[config.mk]
export PLATFORM = sky130hd
export DESIGN_NAME = ogih_div
export DESIGN_NICKNAME = d
export VERILOG_FILES = /design/src/ogih_pkg.sv /design/src/ogih_div.sv
export SDC_FILE = /design/constraint.sdc
export NUM_CORES = 1
export LEC_CHECK = 0
export BUFFER_PORTS_ARGS = -buffer_cell sky130_fd_sc_hd__buf_2
export CAP_MARGIN = 20
export CORE_AREA = 2 2 143 145
export DETAILED_ROUTE_END_ITERATION = 6
export DIE_AREA = 0 0 145 147
export SYNTH_ARGS = -nofsm -noshare
export SYNTH_HDL_FRONTEND = slang
export SYNTH_SLANG_ARGS = --single-unit
[constraint.sdc]
create_clock -name clk -period 7.4 [get_ports clk]
set_input_delay 0.74 -clock clk [delete_from_list [all_inputs] [get_ports clk]]
set_output_delay 0.74 -clock clk [all_outputs]
set_load 0.005 [all_outputs]
[src/ogih_pkg.sv]
`timescale 1ns / 1ps
`default_nettype none

package ogih_pkg;

    localparam int ACC_BITS     = 48;
    localparam int MAX_BINS     = 16;
    localparam int MAX_WIDTH    = 1024;
    localparam int COL_BITS     = 10;
    localparam int BIN_BITS     = 4;
    localparam int ADDR_BITS    = COL_BITS + BIN_BITS;
    localparam int CORDIC_STEPS = 28;
    localparam int SQRT_STEPS   = 24;
    localparam int DIV_STEPS    = 17;

    typedef struct packed {
        logic signed [15:0] grad_x;
        logic signed [15:0] grad_y;
        logic               frame_start;
    } ogih_in_t;

    typedef struct packed {
        logic [3:0]  bin_index;
        logic [47:0] bin_value;
        logic        last_bin;
    } ogih_out_t;

    typedef enum logic [1:0] {
        CFG_DIRECTED  = 2'd0,
        CFG_BIN_COUNT = 2'd1,
        CFG_MAG_MODE  = 2'd2,
        CFG_WIDTH     = 2'd3
    } cfg_index_t;

    typedef enum logic [3:0] {
        S_IDLE,
        S_SQR,
        S_ARITH,
        S_WAIT,
        S_ANG,
        S_MUL,
        S_SQ,
        S_DIVGO,
        S_DIV,
        S_WGT,
        S_BRD,
        S_BWR
    } state_t;

    // arctangent of 2^-i in 2^-32 turn units
    function automatic logic [31:0] atan_turn(input logic [4:0] step);
        logic [31:0] v;
        case (step)
            5'd0:  v = 32'h20000000;
            5'd1:  v = 32'h12E4051D;
            5'd2:  v = 32'h09FB385B;
            5'd3:  v = 32'h051111D4;
            5'd4:  v = 32'h028B0D43;
            5'd5:  v = 32'h0145D7E1;
            5'd6:  v = 32'h00A2F61E;
            5'd7:  v = 32'h00517C55;
            5'd8:  v = 32'h0028BE53;
            5'd9:  v = 32'h00145F2E;
            5'd10: v = 32'h000A2F98;
            5'd11: v = 32'h000517CC;
            5'd12: v = 32'h00028BE6;
            5'd13: v = 32'h000145F3;
            5'd14: v = 32'h0000A2F9;
            5'd15: v = 32'h0000517C;
            5'd16: v = 32'h000028BE;
            5'd17: v = 32'h0000145F;
            5'd18: v = 32'h00000A2F;
            5'd19: v = 32'h00000517;
            5'd20: v = 32'h0000028B;
            5'd21: v = 32'h00000145;
            5'd22: v = 32'h000000A2;
            5'd23: v = 32'h00000051;
            5'd24: v = 32'h00000028;
            5'd25: v = 32'h00000014;
            5'd26: v = 32'h0000000A;
            5'd27: v = 32'h00000005;
            default: v = 32'h00000000;
        endcase
        return v;
    endfunction

    // add two accumulator values, clamping at full scale
    function automatic logic [ACC_BITS-1:0] sat_add(input logic [ACC_BITS-1:0] a,
                                                    input logic [ACC_BITS-1:0] b);
        logic [ACC_BITS:0] s;
        s = {1'b0, a} + {1'b0, b};
        return s[ACC_BITS] ? {ACC_BITS{1'b1}} : s[ACC_BITS-1:0];
    endfunction

endpackage

`default_nettype wire

[src/ogih_div.sv]
`timescale 1ns / 1ps
`default_nettype none

module ogih_div
    import ogih_pkg::*;
(
    input  wire logic        clk,
    input  wire logic        rst_n,
    input  wire logic        start,
    input  wire logic [47:0] num,
    input  wire logic [33:0] den,
    output logic             done,
    output logic [16:0]      quo
);

    logic        busy_reg;
    logic [4:0]  i_reg;
    logic [47:0] rem_reg;
    logic [33:0] den_reg;
    logic [16:0] q_reg;
    logic [49:0] dsh;
    logic        fits;

    // restoring division, one quotient bit per cycle
    assign dsh  = {16'b0, den_reg} << i_reg;
    assign fits = {2'b0, rem_reg} >= dsh;

    always_ff @(posedge clk or negedge rst_n)
    begin
        if (!rst_n)
        begin
            busy_reg <= 1'b0;
            i_reg    <= '0;
        end
        else if (start)
        begin
            busy_reg <= 1'b1;
            i_reg    <= 5'(DIV_STEPS - 1);
        end
        else if (busy_reg)
        begin
            i_reg <= i_reg - 5'd1;
            if (i_reg == 5'd0)
            begin
                busy_reg <= 1'b0;
            end
        end
    end

    always_ff @(posedge clk)
    begin
        if (start)
        begin
            rem_reg <= num;
            den_reg <= den;
            q_reg   <= '0;
        end
        else if (busy_reg)
        begin
            if (fits)
            begin
                rem_reg <= rem_reg - dsh[47:0];
            end
            q_reg <= {q_reg[15:0], fits};
        end
    end

    assign done = !busy_reg;
    assign quo  = q_reg;

endmodule

`default_nettype wire

Yosys cells after proc, flatten, opt, wreduce, memory -nomap -nowiden
Index checks and enable logic that the tools add are counted.
Storage, ports and cells
  logic and storage cells: 22
  output and inout port bits: 18
  bits in registers: 105
Operators by class
  magnitude comparators: 1
  reduce and logical (&&, ||, !) cells: 5
  add/subtract/negate cells: 2
  shift-type cells: 1
  multiplexer cells: 8
Operators with widths (number)
  48-bit two-way mux: 3
  48-bit by 50-bit greater-or-equal comparator with 1-bit output: 1
  34-bit by 5-bit left shift with 50-bit output: 1
  48-bit subtractor: 1
  5-bit two-way mux: 2
  5-bit zero test: 1
  5-bit by 1-bit subtractor with 5-bit output (second input constant): 1
  2-bit nonzero test: 2
  1-bit two-way mux: 3
  2-bit AND reduction: 1
  1-bit zero test: 1

Logic depth before layout (Yosys ltp)
  word-level depth: 5
  gate-level depth with buffers: 22
  depth with buffers taken out: 18

Worst setup path before layout
No wires, ideal clock.
  path type: flip-flop to flip-flop
  start: register i_reg[0]
  end: register rem_reg[0] (enable)
  buffers on the path: 4
  cell stages (with the launch flop): 20
  clock period less this slack: 5.183 ns
  required time: 6.990 ns
  arrival: 4.773 ns
  path slack: 2.217 ns
  cells stage by stage: dfrtp_1 clkbuf_2 buf_2 buf_2 mux4_2 mux2_2 mux2i_1 nor2_1 a21oi_1 ha_1 clkbuf_1 nand2_1 nor2_1 nand3_1 nor4_1 a311o_1 o22ai_1 nor2_1 or3_1 a31o_1
Between the ends
  longest elaborated chain between the ends: 4
Ends and longest elaborated chain
  from (decl): line ogih_div.sv:17  | logic [4:0] i_reg;
  from (signal assigned): line ogih_div.sv:38  | i_reg <= 5'(DIV_STEPS - 1);
  from (signal assigned): line ogih_div.sv:42  | i_reg <= i_reg - 5'd1;
  34-bit by 5-bit left shift with 50-bit output: line ogih_div.sv:25  | assign dsh = {16'b0, den_reg} << i_reg;
  48-bit by 50-bit greater-or-equal comparator with 1-bit output: line ogih_div.sv:26  | assign fits = {2'b0, rem_reg} >= dsh;
  2-bit nonzero test (no source line)
  2-bit AND reduction (no source line)
  to (signal assigned): line ogih_div.sv:54  | rem_reg <= num;
  to (signal assigned): line ogih_div.sv:62  | rem_reg <= rem_reg - dsh[47:0];
  to (decl): line ogih_div.sv:18  | logic [47:0] rem_reg;
No other way between the ends.
A chain may end at the register's enable or synchronous reset.

Worst setup path after layout
  start: register i_reg[2]
  end: register rem_reg[36] (enable)
The elaborated chain is that of the path after synthesis.

==> run_results.csv <==
group,metric,value,unit
worst_setup_path,critical_path.slowest_cell,"sky130_fd_sc_hd__dfrtp_1",
routing,route.vias.total,7449,
final_layout,layout.cells.most_common,"sky130_fd_sc_hd__nand2_1",
synth,postSynth.asyncResetShare,5.71,%
grt,first_global_vias,7135,
routing,remaining_drc_errors,0,
hold_path,min-delay-path-class,"primary input to async pin",
outcome,outcome,"finished, final reports clean",
job,timing.max_cap.violations,0,
final_layout,layout.area.seq,2950,um^2
synth,synthTopCellsByArea,"sky130_fd_sc_hd__edfxtp_1, sky130_fd_sc_hd__ha_1, sky130_fd_sc_hd__mux2i_1, sky130_fd_sc_hd__nand2_1, sky130_fd_sc_hd__o21ai_0",
sta,max_slew_margin,40.8,%
clock_tree,cts_hold_repair.buffers,0,
placed_design,hpwlAfterDp,18.8,mm
floorplan,io-pin-count,103,
clock_tree,cts_buf_count,9,
final_layout,diodes_inserted,0,
synth,synth_top_area_cell,"sky130_fd_sc_hd__edfxtp_1",
worst_setup_path,ff2ff_setup_slack,1540,ps
sta,final_max_slew_viol_count,0,
routing,wirelength,24.2,mm
synth,synth_adder_area_share,7.39,%
final_layout,largest_register_ffs,48,
routing,dr.pass1.iters,6,
routing,post_drt_wl_per_cell,18.5,um
sta,worst_slew_pin_slew,887,ps
sta,final_report_setup_violation_count,0,
clock_tree,ctsHtreeMaxLevel,3,
worst_setup_path,worstSetupStartpointType,"flop",
clock_tree,tritoncts,"yes",
sta,hold_viol,0,
sta,setup-tns-final,0,ps
synth,yosys.cell_types.count,72,
synth,synthMuxAreaShare,13.4,%
sta,min_period,5860,ps
final_layout,layout.cells.most_common_list,"sky130_fd_sc_hd__nand2_1, sky130_fd_sc_hd__buf_2, sky130_fd_sc_hd__o21ai_0",
final_layout,multi_input_area,5430,um^2
floorplan,die_x,145,um
clock_tree,clk-insertion-delay-late,370,ps
synth,synth_top_cell_area_share,28.2,%
final_layout,nets,1167,
sta,skew_final,10.9,ps
floorplan,coreArea,19800,um^2
synth,yosys_register_bits,105,
final_layout,fillerInstances,1994,
floorplan,die_y,147,um
placed_design,portBuffers,102,
clock_tree,cts_buffer_depth,2,
synth,dominant_combinational_cell_family_by_area_after_synthesis,"compound AO/OA/AOI/OAI gates",
grt,grt_use_total,23.0,%
final_layout,drive_gt1_share,18.4,%
synth,synthSimpleGateAreaFrac,16.3,%
final_layout,synthToLayoutAreaGrowth,11.0,%
routing,drt_iter0_drc,622,
synth,yosys.area_share.xor_xnor,4.71,%
synth,share_of_the_synthesized_area_in_compound_gates_ao_oa_aoi_oai,20.3,%
synth,syn_avg_cell_area,8.98,um^2
worst_setup_path,critical_path.top_delay_family,"buffers and inverters",
worst_setup_path,critical_path.cell_chain,"clkinv_1 -> buf_4 -> mux4_2 -> mux2_2 -> ha_1 -> nand4_1 -> nor2_1 -> nand3_1 -> nor4_1 -> a311o_1 -> o22ai_1 -> nor2_1 -> or3_1 -> a31o_2 -> buf_4",
floorplan,fp.dieArea,21300,um^2
worst_setup_path,cpPeakStageDelay,780,ps
synth,mappedNetlistArea,8740,um^2
grt,pin_count_of_the_biggest_net_entering_global_routing,83,
routing,drt.antenna.violating_nets,0,
grt,grt_first_pass_wirelength,38.6,mm
sta,grt_setup_unrepaired,"no",
worst_setup_path,crit_fanout,39,
routing,viasPerCell,5.70,
clock_tree,cts.clk_slew.worst_paths,90,ps
synth,yosysSeqAreaShare,33.8,%
synth,postSynthNetCount,1109,
clock_tree,cts_sinks,105,
worst_setup_path,critical_path_arrival,5860,ps
clock_tree,post-cts-setup-buffer-count,0,
worst_setup_path,cp_data_required_time,7400,ps
worst_setup_path,worstSetupEndpointType,"flop",
grt,grt_overflow_total,0,
synth,synthesis.yosys.warnings,0,
sta,min_period_over_period,79.2,%
synth,post_synth_inst_count,973,
worst_setup_path,crit_path_buffers_inverters,3,
placed_design,routabilityCongestion,0.967,
worst_setup_path,criticalPathCategory,"flop to flop",
clock_tree,root_buffer,"sky130_fd_sc_hd__clkbuf_16",
floorplan,start_util,44.0,%
grt,antenna_violations_before_repair,0,
synth,ys.flop_type,"sky130_fd_sc_hd__edfxtp_1",
floorplan,floorplan.rows,52,
clock_tree,post_cts.resized_instances,0,
synth,synth_enable_flop_cells,82,
sta,timing.fmax,171,MHz
[final timing paths]
| kind | cells past startpoint | endpoint | start |
|---|---|---|---|
| worst max-delay path | 15 | rem_reg[36]$_DFFE_PP_ | i_reg[2]$_DFFE_PN0P_ |
| worst min-delay path | 1 | i_reg[1]$_DFFE_PN0P_ | rst_n |
| worst max register to register | 15 | rem_reg[36]$_DFFE_PP_ | i_reg[2]$_DFFE_PN0P_ |
| worst min register to register | 2 | quo[16]$_SDFFE_PP0P_ | quo[16]$_SDFFE_PP0P_ |
| max in group asynchronous | 1 | i_reg[0]$_DFFE_PN0P_ | rst_n |
| min in group clk | 2 | quo[16]$_SDFFE_PP0P_ | quo[16]$_SDFFE_PP0P_ |
[synth_stat cells (5+ instances only)]
cell type,number
sky130_fd_sc_hd__a211oi_1,7
sky130_fd_sc_hd__a21o_1,29
sky130_fd_sc_hd__a21oi_1,71
sky130_fd_sc_hd__a31oi_1,12
sky130_fd_sc_hd__and3_1,11
sky130_fd_sc_hd__buf_1,8
sky130_fd_sc_hd__buf_2,7
sky130_fd_sc_hd__clkbuf_1,44
sky130_fd_sc_hd__dfrtp_1,6
sky130_fd_sc_hd__dfxtp_1,17
sky130_fd_sc_hd__edfxtp_1,82
sky130_fd_sc_hd__ha_1,50
sky130_fd_sc_hd__inv_1,19
sky130_fd_sc_hd__mux2_2,24
sky130_fd_sc_hd__mux2i_1,52
sky130_fd_sc_hd__mux4_2,17
sky130_fd_sc_hd__nand2_1,130
sky130_fd_sc_hd__nand2b_1,15
sky130_fd_sc_hd__nand3_1,12
sky130_fd_sc_hd__nand4_1,14
sky130_fd_sc_hd__nor2_1,87
sky130_fd_sc_hd__nor2b_1,11
sky130_fd_sc_hd__nor3_1,10
sky130_fd_sc_hd__o21ai_0,88
sky130_fd_sc_hd__o21ai_1,6
sky130_fd_sc_hd__o21bai_1,5
sky130_fd_sc_hd__o22a_1,8
sky130_fd_sc_hd__o22ai_1,7
sky130_fd_sc_hd__or2_2,5
sky130_fd_sc_hd__xnor2_1,27
sky130_fd_sc_hd__xor2_1,20
[metal layers]
| metal | vias up | GRT usage [%] | part of all wire [%] |
|---|---|---|---|
| met5 | - | 0 | 0 |
| met2 | 236 | 37.1 | 46 |
| met3 | 41 | 4.29 | 5.7 |
| met1 | 3473 | 30.8 | 46 |
| met4 | 0 | 8.66 | 3.0 |
| li1 | 3699 | - | - |
[cell type report]
| type | instances | share of cell area [%] |
|---|---|---|
| multi-input combinational | 784 | 56.0 |
| timing repair buffer | 110 | 5.91 |
| clock inverter | 7 | 0.968 |
| sequential | 105 | 30.5 |
| tap | 270 | 3.48 |
| inverter | 21 | 0.813 |
| clock buffer | 9 | 2.32 |
[cell families after synthesis]
| group | count (synthesis) |
|---|---|
| compound gates | 277 |
| buf+inv | 84 |
| fa+ha+maj | 51 |
| mux | 93 |
| flops | 105 |
| xor+xnor | 47 |
| simple gates | 316 |
[through the flow]
step	setup slack [ps]	cell area (um^2)	hold WS [ps]	instances	utilization, %
final	1540	9700	191	1306	48.9
after global routing	938	9700	185	1306	48.9
after CTS	1590	9700	181	1306	48.9
after detailed placement	1600	9380	482	1290	47.3
after global placement	1820	9380	469	1290	47.3
after floorplan	2220	8740	444	973	-
Power is left out: the tool's default activity adds up to more than one toggle a clock period on the data nets, which glitch-free logic cannot reach.
