===== src/ogih_pkg.sv =====
`timescale 1ns / 1ps
`default_nettype none

package ogih_pkg;

    localparam int ACC_BITS     = 48;
    localparam int MAX_BINS     = 16;
    localparam int MAX_WIDTH    = 1024;
    localparam int COL_BITS     = 10;
    localparam int BIN_BITS     = 4;
    localparam int ADDR_BITS    = COL_BITS + BIN_BITS;
    localparam int CORDIC_STEPS = 28;
    localparam int SQRT_STEPS   = 24;
    localparam int DIV_STEPS    = 17;

    typedef struct packed {
        logic signed [15:0] grad_x;
        logic signed [15:0] grad_y;
        logic               frame_start;
    } ogih_in_t;

    typedef struct packed {
        logic [3:0]  bin_index;
        logic [47:0] bin_value;
        logic        last_bin;
    } ogih_out_t;

    typedef enum logic [1:0] {
        CFG_DIRECTED  = 2'd0,
        CFG_BIN_COUNT = 2'd1,
        CFG_MAG_MODE  = 2'd2,
        CFG_WIDTH     = 2'd3
    } cfg_index_t;

    typedef enum logic [3:0] {
        S_IDLE,
        S_SQR,
        S_ARITH,
        S_WAIT,
        S_ANG,
        S_MUL,
        S_SQ,
        S_DIVGO,
        S_DIV,
        S_WGT,
        S_BRD,
        S_BWR
    } state_t;

    // arctangent of 2^-i in 2^-32 turn units
    function automatic logic [31:0] atan_turn(input logic [4:0] step);
        logic [31:0] v;
        case (step)
            5'd0:  v = 32'h20000000;
            5'd1:  v = 32'h12E4051D;
            5'd2:  v = 32'h09FB385B;
            5'd3:  v = 32'h051111D4;
            5'd4:  v = 32'h028B0D43;
            5'd5:  v = 32'h0145D7E1;
            5'd6:  v = 32'h00A2F61E;
            5'd7:  v = 32'h00517C55;
            5'd8:  v = 32'h0028BE53;
            5'd9:  v = 32'h00145F2E;
            5'd10: v = 32'h000A2F98;
            5'd11: v = 32'h000517CC;
            5'd12: v = 32'h00028BE6;
            5'd13: v = 32'h000145F3;
            5'd14: v = 32'h0000A2F9;
            5'd15: v = 32'h0000517C;
            5'd16: v = 32'h000028BE;
            5'd17: v = 32'h0000145F;
            5'd18: v = 32'h00000A2F;
            5'd19: v = 32'h00000517;
            5'd20: v = 32'h0000028B;
            5'd21: v = 32'h00000145;
            5'd22: v = 32'h000000A2;
            5'd23: v = 32'h00000051;
            5'd24: v = 32'h00000028;
            5'd25: v = 32'h00000014;
            5'd26: v = 32'h0000000A;
            5'd27: v = 32'h00000005;
            default: v = 32'h00000000;
        endcase
        return v;
    endfunction

    // add two accumulator values, clamping at full scale
    function automatic logic [ACC_BITS-1:0] sat_add(input logic [ACC_BITS-1:0] a,
                                                    input logic [ACC_BITS-1:0] b);
        logic [ACC_BITS:0] s;
        s = {1'b0, a} + {1'b0, b};
        return s[ACC_BITS] ? {ACC_BITS{1'b1}} : s[ACC_BITS-1:0];
    endfunction

endpackage

`default_nettype wire


===== src/ogih_isqrt.sv =====
`timescale 1ns / 1ps
`default_nettype none

module ogih_isqrt
    import ogih_pkg::*;
(
    input  wire logic        clk,
    input  wire logic        rst_n,
    input  wire logic        start,
    input  wire logic [47:0] val,
    output logic             done,
    output logic [23:0]      root
);

    logic        busy_reg;
    logic [4:0]  j_reg;
    logic [47:0] v_reg, r_reg;
    logic [47:0] bitv;
    logic [48:0] trial;

    // one result bit, from two bits of the radicand, per step
    assign bitv  = 48'd1 << {j_reg, 1'b0};
    assign trial = {1'b0, r_reg} + {1'b0, bitv};

    always_ff @(posedge clk or negedge rst_n)
    begin
        if (!rst_n)
        begin
            busy_reg <= 1'b0;
            j_reg    <= '0;
        end
        else if (start)
        begin
            busy_reg <= 1'b1;
            j_reg    <= 5'(SQRT_STEPS - 1);
        end
        else if (busy_reg)
        begin
            j_reg <= j_reg - 5'd1;
            if (j_reg == 5'd0)
            begin
                busy_reg <= 1'b0;
            end
        end
    end

    always_ff @(posedge clk)
    begin
        if (start)
        begin
            v_reg <= val;
            r_reg <= '0;
        end
        else if (busy_reg)
        begin
            if ({1'b0, v_reg} >= trial)
            begin
                v_reg <= v_reg - trial[47:0];
                r_reg <= (r_reg >> 1) + bitv;
            end
            else
            begin
                r_reg <= r_reg >> 1;
            end
        end
    end

    assign done = !busy_reg;
    assign root = r_reg[23:0];

endmodule

`default_nettype wire


===== config.mk =====
export PLATFORM = sky130hd
export DESIGN_NAME = ogih_isqrt
export DESIGN_NICKNAME = d
export VERILOG_FILES = /design/src/ogih_pkg.sv /design/src/ogih_isqrt.sv
export SDC_FILE = /design/constraint.sdc
export NUM_CORES = 1
export LEC_CHECK = 0
export BUFFER_PORTS_ARGS = -buffer_cell sky130_fd_sc_hd__buf_2
export CORE_MARGIN = 2
export CORE_UTILIZATION = 53
export CTS_CLUSTER_DIAMETER = 120
export DETAILED_ROUTE_END_ITERATION = 10
export MAX_ROUTING_LAYER = met4
export PLACE_DENSITY_LB_ADDON = 0.2
export REMOVE_ABC_BUFFERS = 1
export SLEW_MARGIN = 20
export SYNTH_ARGS = -nofsm -noshare
export SYNTH_HDL_FRONTEND = slang
export SYNTH_SLANG_ARGS = --single-unit

===== constraint.sdc =====
create_clock -name clk -period 16.19 [get_ports clk]
set_input_delay 4.857 -clock clk [delete_from_list [all_inputs] [get_ports clk]]
set_output_delay 4.857 -clock clk [all_outputs]
set_load 0.02 [all_outputs]

# Word-level counts from Yosys, hierarchy flattened
# Cells that the tools add are included.
[totals]
register_bits = 102
input_bits = 51
wordCells = 24
out_inout_bits = 25
[op_classes]
n_lt_le_gt_ge = 1
n_shift = 1
reduce_logical = 5
n_mux = 9
n_addsub = 4
[op_table]
columns = ["cell", "n"]
rows = [
  ["two-way mux 48 bit", 4],
  ["adder 48 x 48 -> 49 bit", 1],
  ["greater-or-equal comparator 48 x 49 -> 1 bit", 1],
  ["adder 47 x 48 -> 48 bit", 1],
  ["<< shifter 1 x 6 -> 48 bit (first input constant)", 1],
  ["subtractor 48 bit", 1],
  ["two-way mux 5 bit", 2],
  ["zero test 5 bit", 1],
  ["subtractor 5 x 1 -> 5 bit (second input constant)", 1],
  ["nonzero test 2 bit", 2],
  ["two-way mux 1 bit", 3],
  ["AND reduction 2 bit", 1],
  ["zero test 1 bit", 1],
]

# Depth between registers and ports, before layout
# Gate-level depths: netlist (run 1).
[logic_depth]
word_depth = 6
ltp_mapped = 28
mapped_depth_nobuf = 25

# Worst setup path before layout (run 1)
# Ideal clock, no wire load.
[synth_timing]
path_type = "flip-flop to flip-flop"
start = "register j_reg[0]"
end = "register v_reg[0], enable pin"
slack_ps = 6844
stages_incl_launch_ff = 27
path_buffers = 3
t_required_ps = 15670
t_arrival_ps = 8827
setup_ps = 520
synth_period_minus_slack_ps = 9346
cell_sequence = "dfrtp_1 > inv_1 > ha_1 > nor2b_1 > nor3b_1 > ha_1 > a31oi_1 > o311ai_0 > a22oi_1 > a21oi_1 > o21ai_1 > o31ai_2 > a2111oi_0 > o31ai_1 > xnor2_1 > ha_1 > clkbuf_1 > and3_1 > nand2_1 > a21o_1 > a221oi_1 > o21a_1 > a41oi_1 > or2_1 > buf_2 > buf_2 > o21ai_0"
[synth_between]
elab_chain_cells = 5
[synth_lines]
columns = ["item", "line", "source"]
rows = [
  ["start, declared", "ogih_isqrt.sv:16", "logic [4:0] j_reg;"],
  ["start signal, assigned", "ogih_isqrt.sv:35", "j_reg <= 5'(SQRT_STEPS - 1);"],
  ["start signal, assigned", "ogih_isqrt.sv:39", "j_reg <= j_reg - 5'd1;"],
  ["<< shifter 1 x 6 -> 48 bit", "ogih_isqrt.sv:22", "assign bitv = 48'd1 << {j_reg, 1'b0};"],
  ["adder 48 x 48 -> 49 bit", "ogih_isqrt.sv:23", "assign trial = {1'b0, r_reg} + {1'b0, bitv};"],
  ["greater-or-equal comparator 48 x 49 -> 1 bit", "ogih_isqrt.sv:56", "if ({1'b0, v_reg} >= trial)"],
  ["nonzero test 2 bit (no source line)", "-", ""],
  ["AND reduction 2 bit (no source line)", "-", ""],
  ["end signal, assigned", "ogih_isqrt.sv:51", "v_reg <= val;"],
  ["end signal, assigned", "ogih_isqrt.sv:58", "v_reg <= v_reg - trial[47:0];"],
  ["end, declared", "ogih_isqrt.sv:17", "logic [47:0] v_reg, r_reg;"],
]
# Every way passes these cells.
# A chain may end at the register's enable or synchronous reset.

# Worst setup path after layout (run 1)
[layout_timing]
start = "register busy_reg"
end = "output done"
[layout_between]
elab_chain_cells = 1
[layout_lines]
columns = ["item", "line", "source"]
rows = [
  ["start, declared", "ogih_isqrt.sv:15", "logic busy_reg;"],
  ["start signal, assigned", "ogih_isqrt.sv:29", "busy_reg <= 1'b0;"],
  ["start signal, assigned", "ogih_isqrt.sv:34", "busy_reg <= 1'b1;"],
  ["start signal, assigned", "ogih_isqrt.sv:42", "busy_reg <= 1'b0;"],
  ["zero test 1 bit", "ogih_isqrt.sv:68", "assign done = !busy_reg;"],
  ["end, declared", "ogih_isqrt.sv:11", "output logic done,"],
]
# Every way passes these cells.

==> impl_metrics.toml, run 1 <==
[logic_synthesis]
synth_cell_types = 76
ys_seq_area_frac = 0.239
yosysTopAreaCell = "edfxtp_1"
synth_common_cells = "153 x nand2_1, 133 x nor2_1, 106 x o21ai_0, 103 x ha_1, 91 x a21oi_1"
yosysTopAreaCellShare = 0.135
yosysMostFrequentCell = "nand2_1"
ys_ff_latch = 102
synth_area_leaders = "edfxtp_1 13%, ha_1 12%, dfxtp_1 9.0%"
synth_area_um2 = 10700
synthArstFlopShare = 0.0588
synthFlopType = "edfxtp_1"
synth_cells = 1369
syn_avg_cell_area_um2 = 7.81
synth_edf_count = 48
yosysWarnings = 0

[clock_tree]
cts_resized = 0
cts_tree = "yes"
clk_latency_ps = 370
cts_made_buffers = 9
htreeDepth = 3
postCtsSetupBuffers = 0
max-clock-path-buffers = 2
cts.sinks = 102
holdBufCountCts = 0
cts_root_buf = "clkbuf_16"
path_clk_slew_ps = 80

[floorplanning]
dieWidth_um = 146
start_util = 0.544
coreArea_um2 = 19700
boundaryPins = 76
rows = 51
die_h_um = 146
dieArea_um2 = 21300

[place]
dpl_worst_slack_ps = 8860
post-dp-hpwl_um = 22600
port_buffers = 75
post_dp_cell_area_um2 = 11000
gp_congestion = 0.987

[timing]
skew_ps = 14.3
worstMarginPinSlew_ps = 931
fin_crit_sh = 0.464
setup_viol = 0
final-hold-violation-count = 0
slew_viol_final = 0
setup_ws_ps = 8680
whs_ps = 540
grt_setup_unrepaired = "false"
fmax_mhz = 133
slew-limit-headroom = 0.379
min_period_ps = 7510
setup_tns_ps = 0

[route]
first_iter_violations = 844
dr.pass1.iters = 5
drc = 0
postRouteWirelength_um = 30200
dr_total_vias = 10248
viasPerCell = 6.26
routedWlPerCell_um = 18.5
ant_nets = 0

[finish]
diodes = 0
finalInstanceArea_um2 = 11300
syn2layout_area_growth_pct = 5.80
post-route-util = 0.576
drive_above_1_share = 0.0992
layout.nets = 1521

[power_and_ir_drop]
power_density_nw_per_um2 = 162
ir_drop_mv = 0.0933
power_leakage_nw = 4.49

[worst_setup_path]
start_kind = "register"
cp_data_arrival_time_ps = 2650
critPathRequiredTime_ps = 11330
reg2regPathDepth = 25
cp_max_fo = 85
path_class = "register to primary output"
end_kind = "primary output"

[global_route]
grt_max_degree = 92
overflow = 0
grt_pass1_vias = 9624
antenna_found_initial = 0
gr-usage-all-layers = 0.288
grt_pass1_wl_um = 48800

[min_path]
hold_class = "register to register"
hold_path_depth = 2

[run]
cap_viol_max_count = 0

[outcome]
outcome = "finished, final reports clean"
==> cell type report <==
| cell class | count | area (um2) |
|---|---|---|
| fill | 1917 | 8340 |
| multi-input combinational | 1146 | 7610 |
| sequential | 102 | 2550 |
| timing repair buffer | 81 | 423 |
| tap | 265 | 332 |
| clock buffer | 9 | 225 |
| inverter | 26 | 97.6 |
| clock inverter | 7 | 77.6 |
==> critical path, cell delays in order (launching register included) <==
cell      delay, ps
dfrtp_2         340
buf_4           650
clkinv_1        860
buf_2           400
==> metrics by stage <==
stage	power, mW	std cells
2_1_floorplan	1.30	1274
3_3_place_gp	1.57	1620
3_5_place_dp	1.59	1620
4_1_cts	1.83	1636
5_1_grt	1.99	1636
6_report	1.84	1636
==> cell families after synthesis <==
group,count (synthesis),share of synthesized area
simple gates,464,0.202
compound gates,445,0.273
buf+inv,121,0.0522
xor+xnor,116,0.0950
fa+ha+maj,104,0.122
flops,102,0.239
mux,17,0.0168
==> power breakdown <==
group | switching (mW) | internal, mW
Sequential | 0.0566 | 0.392
Combinational | 0.708 | 0.445
Clock | 0.112 | 0.122
==> worst paths after layout <==
kind	startpoint	end	slack, ps
worst max-delay path	busy_reg	done	8680
worst min-delay path	r_reg[0]	r_reg[0]	540
worst min register to register	r_reg[0]	r_reg[0]	540
worst max register to register	j_reg[0]	r_reg[45]	8700
max in group asynchronous	rst_n	busy_reg	11730
min in group asynchronous	rst_n	j_reg[2]	4300
==> layer usage <==
| metal | vias to the layer above | GRT usage | share of wire |
|---|---|---|---|
| li1 | 5059 | - | - |
| met2 | 361 | 0.475 | 0.47 |
| met3 | 61 | 0.0381 | 0.060 |
| met5 | - | - | 0 |
| met1 | 4767 | 0.365 | 0.44 |
| met4 | 0 | 0.0951 | 0.028 |
==> cells in the final DEF (no fill, tap or decap), types with 47 or more instances in the layout <==
cell type,count
nor2_1,133
buf_2,74
xnor2_1,69
nand2_1,153
a21oi_1,90
ha_1,103
dfxtp_1,48
o21ai_0,105
xor2_1,47
edfxtp_1,48
No activity file was read; power rests on OpenSTA's default activity.
==> run 2, diff against run 1 <==
==> constraint.sdc (replaced) <==
create_clock -name clk -period 7.13 [get_ports clk]
set_input_delay 2.139 -clock clk [delete_from_list [all_inputs] [get_ports clk]]
set_output_delay 2.139 -clock clk [all_outputs]
set_load 0.02 [all_outputs]
==> impl_metrics.toml, run 2 (same netlist as run 1, synthesis figures left out) <==
[timing]
skew_ps = 12.1
fmax_mhz = 150
whs_ps = 570
setup_viol = 0
final-hold-violation-count = 0
worstMarginPinSlew_ps = 839
slew_viol_final = 0
grt_setup_unrepaired = "false"
setup_ws_ps = 444
min_period_ps = 6690
setup_tns_ps = 0
fin_crit_sh = 0.938
slew-limit-headroom = 0.440

[worst_setup_path]
critPathMostFrequentCell = "ha_1"
start_kind = "register"
timing.rr.end = "r_reg[24]"
crit_buf_inv = 2
slowest_stage = "a2111oi_1"
path_class = "register to register"
critPathRequiredTime_ps = 7400
cp_data_arrival_time_ps = 6960
reg2regPathDepth = 25
cp_max_fo = 22
cp_top_family = "compound AO/OA/AOI/OAI gates"
end_kind = "register"
rrSetupSlack_ps = 440
r2r_start = "j_reg[0]"
critPathMaxStageDelay_ps = 510

[power_and_ir_drop]
power_mw = 4.23
ir_drop_mv = 0.201
power_leakage_nw = 4.52
power_density_nw_per_um2 = 371

[global_route]
overflow = 0
grt_pass1_wl_um = 50000
antenna_found_initial = 0
gr-usage-all-layers = 0.294
grt_max_degree = 85
grt_pass1_vias = 9674

[floorplanning]
dieWidth_um = 146
dieArea_um2 = 21300
start_util = 0.544
boundaryPins = 76
coreArea_um2 = 19700
rows = 51
die_h_um = 146

[clock_tree]
cts.sinks = 102
cts_resized = 0
postCtsSetupBuffers = 0
cts_made_buffers = 9
path_clk_slew_ps = 80
holdBufCountCts = 0
cts_tree = "yes"
clk_latency_ps = 360
cts_root_buf = "clkbuf_16"
htreeDepth = 3
max-clock-path-buffers = 2

[place]
dpl_worst_slack_ps = 53.0
port_buffers = 75
post-dp-hpwl_um = 22800
gp_congestion = 1.03

[route]
first_iter_violations = 776
dr_total_vias = 10375
ant_nets = 0
drc = 0
postRouteWirelength_um = 30800
viasPerCell = 6.33
dr.pass1.iters = 5
routedWlPerCell_um = 18.8

[finish]
diodes = 0
fill_cells = 1920
layout.nets = 1524
post-route-util = 0.580
layout_common_cells = "153 x nand2_1, 133 x nor2_1, 105 x o21ai_0"
drive_above_1_share = 0.103
final_common_cell = "nand2_1"
syn2layout_area_growth_pct = 6.49

[min_path]
hold_end = "r_reg[42]"
hold_path.startpoint = "r_reg[42]"
hold_class = "register to register"
hold_path_depth = 2

[outcome]
outcome = "finished, final reports clean"

[run]
cap_viol_max_count = 0
run 2: how the worst max path moves through the flow:
| stage | start | to | slack, ps | depth (start not counted) |
|---|---|---|---|---|
| finish | j_reg[0] | r_reg[24] | 440 | 25 |
| CTS | j_reg[0] | r_reg[24] | 20 | 25 |
| global route | j_reg[0] | r_reg[12] | 20 | 25 |
| detailed placement | j_reg[0] | r_reg[24] | 50 | 25 |
| global placement | j_reg[0] | r_reg[24] | 300 | 25 |
| floorplan | j_reg[0] | v_reg[0] | -2950 | 22 |
run 2: cell type report:
type	instances	area, um2	area share
timing repair buffer	84	458	0.0402
clock inverter	6	73.8	0.00648
multi-input combinational	1146	7630	0.670
clock buffer	10	250	0.0220
tap	265	332	0.0291
inverter	26	97.6	0.00857
sequential	102	2550	0.224
run 2: layer usage:
| metal | GRT usage | wire [um] | part of all wire | vias to the layer above |
|---|---|---|---|---|
| li1 | - | - | - | 5054 |
| met1 | 0.385 | 13600 | 0.44 | 4880 |
| met2 | 0.477 | 14400 | 0.47 | 374 |
| met3 | 0.0341 | 1860 | 0.060 | 67 |
| met4 | 0.0951 | 923 | 0.030 | 0 |
| met5 | - | 0 | 0 | - |
run 2: where the power goes:
part / leakage [nW] / internal (mW) / switching (mW)
logic: 3.42 / 1.03 / 1.61
clock network: 0.161 / 0.300 / 0.259
registers: 0.946 / 0.890 / 0.136
run 2: worst register-to-register path: stages, from the launching register on:
cell and delay (ps):
dfrtp_1 440, inv_1 130, ha_1 180, nand2_1 130, nor2_1 260, ha_1 320, a31oi_1 360, o21ai_0 180
a22oi_1 280, a21oi_1 130, o21ai_1 350, o31ai_4 140, a2111oi_1 510, o31ai_1 160, xnor2_1 160, ha_1 430
and3_1 210, nand2_1 70, a21o_1 190, a221oi_1 390, o21a_1 210, a41oi_2 50, or2_2 500, buf_4 290
a221o_1 290, a311oi_1 250
run 2: metrics by stage:
step / std cells / cell area (um2)
after floorplan: 1274 / 10200
after global placement: 1623 / 11100
after detailed placement: 1623 / 11100
after CTS: 1639 / 11400
after global routing: 1639 / 11400
final: 1639 / 11400
==> run 3, diff against run 2 <==
--- a/config.mk
+++ b/config.mk
@@ -6,8 +6,10 @@
 export NUM_CORES = 1
 export LEC_CHECK = 0
 export BUFFER_PORTS_ARGS = -buffer_cell sky130_fd_sc_hd__buf_2
+export CELL_PAD_IN_SITES_DETAIL_PLACEMENT = 1
+export CELL_PAD_IN_SITES_GLOBAL_PLACEMENT = 2
 export CORE_MARGIN = 2
-export CORE_UTILIZATION = 53
+export CORE_UTILIZATION = 37
 export CTS_CLUSTER_DIAMETER = 120
 export DETAILED_ROUTE_END_ITERATION = 10
 export MAX_ROUTING_LAYER = met4
==> constraint.sdc (replaced) <==
create_clock -name clk -period 7.13 [get_ports clk]
set_input_delay 0.713 -clock clk [delete_from_list [all_inputs] [get_ports clk]]
set_output_delay 0.713 -clock clk [all_outputs]
set_load 0.02 [all_outputs]
==> impl_metrics.toml, run 3 (same netlist as run 1, synthesis figures left out) <==
[timing]
slew-limit-headroom = 0.419
grt_setup_unrepaired = "false"
setup_viol = 0
min_period_ps = 6650
setup_ws_ps = 476
slew_viol_final = 0
skew_ps = 15.7
final-hold-violation-count = 0
fmax_mhz = 150
fin_crit_sh = 0.933
worstMarginPinSlew_ps = 866

[clock_tree]
cts_made_buffers = 9
path_clk_slew_ps = 80
cts_tree = "yes"
postCtsSetupBuffers = 0
max-clock-path-buffers = 2
cts_root_buf = "clkbuf_16"
htreeDepth = 3
cts.sinks = 102
clk_latency_ps = 370

[worst_setup_path]
path_class = "register to register"
cp_data_arrival_time_ps = 6920
slowest_stage = "a2111oi_1"
critPathMostFrequentCell = "ha_1"
critPathMaxStageDelay_ps = 540
rrSetupSlack_ps = 480
start_kind = "register"
cp_max_fo = 21
end_kind = "register"
critPathRequiredTime_ps = 7400

[floorplanning]
die_h_um = 174
boundaryPins = 76
start_util = 0.375
dieWidth_um = 174
dieArea_um2 = 30300
coreArea_um2 = 28500
rows = 62

[global_route]
grt_max_degree = 84
gr-usage-all-layers = 0.243
overflow = 0
grt_pass1_vias = 10389
antenna_found_initial = 0
grt_pass1_wl_um = 57300

[finish]
post-route-util = 0.406
finalInstanceArea_um2 = 11600
drive_above_1_share = 0.109
final_common_cell = "nand2_1"
diodes = 0
multi_input_area_um2 = 7650
syn2layout_area_growth_pct = 8.42
final-seq-area_um2 = 2550
layout_common_cells = "153 x nand2_1, 133 x nor2_1, 105 x o21ai_0"
layout.nets = 1529
fill_cells = 3592

[power_and_ir_drop]
ir_drop_mv = 0.160
power_mw = 4.36
power_density_nw_per_um2 = 376
power_leakage_nw = 4.55

[route]
viasPerCell = 5.84
drc = 0
routedWlPerCell_um = 20.4
first_iter_violations = 509
dr.pass1.iters = 5
ant_nets = 0
dr_total_vias = 10292
postRouteWirelength_um = 35900

[outcome]
outcome = "finished, final reports clean"

[place]
port_buffers = 75
post_dp_cell_area_um2 = 11200
post-dp-hpwl_um = 27400
gp_congestion = 0.901
dpl_worst_slack_ps = 218

[min_path]
hold_class = "input port to async pin"

[run]
cap_viol_max_count = 0
run 3: area by class of cell:
cell class / count / area share
inverters: 26 / 0.00841
multi-input cells: 1146 / 0.660
clock inverters: 7 / 0.00690
well taps: 384 / 0.0414
clock buffers: 9 / 0.0194
flip-flops and latches: 102 / 0.220
repair buffers: 89 / 0.0438
run 3: repair_timing:
| item | CTS | global route |
|---|---|---|
| hold buffers | 0 | 0 |
| gates resized for setup | 0 | 9 |
| setup endpoints to repair | 0 | 91 |
run 3: worst paths after layout:
kind / from / end / cells after the start
worst min-delay path: rst_n / j_reg[2] / 1
min in group clk: r_reg[26] / r_reg[26] / 2
worst max-delay path: j_reg[0] / r_reg[25] / 26
worst max register to register: j_reg[0] / r_reg[25] / 26
max in group asynchronous: rst_n / busy_reg / 1
worst min register to register: r_reg[26] / r_reg[26] / 2
run 3: report_power, final:
part           internal, mW  total [mW]  switching [mW]
clock                 0.279       0.549           0.269
sequential            0.889        1.02           0.127
combinational          1.08        2.80            1.72
total                  2.24        4.36            2.12
run 3: critical path: cells and delay by family, from the launching register on:
kind	cells	cell delay, ps
compound gates	11	2610
flops	1	430
buf+inv	3	520
xor+xnor	1	180
fa+ha+maj	3	920
simple gates	8	1870
run 3: per-layer routing:
metal	vias to the layer above	share of wire	global-route usage
li1	5063	-	-
met1	5044	0.47	0.311
met2	149	0.50	0.421
met3	36	0.019	0.0212
met4	0	0.013	0.0445
met5	-	0	-
run 3: stage by stage:
| stage | hold slack (ps) | instances | setup TNS (ps) |
|---|---|---|---|
| global route | 177 | 1763 | 0 |
| finish | 182 | 1763 | 0 |
| detailed placement | 547 | 1747 | 0 |
| CTS | 171 | 1763 | 0 |
| floorplan | 417 | 1274 | -141500 |
| global placement | 533 | 1747 | 0 |
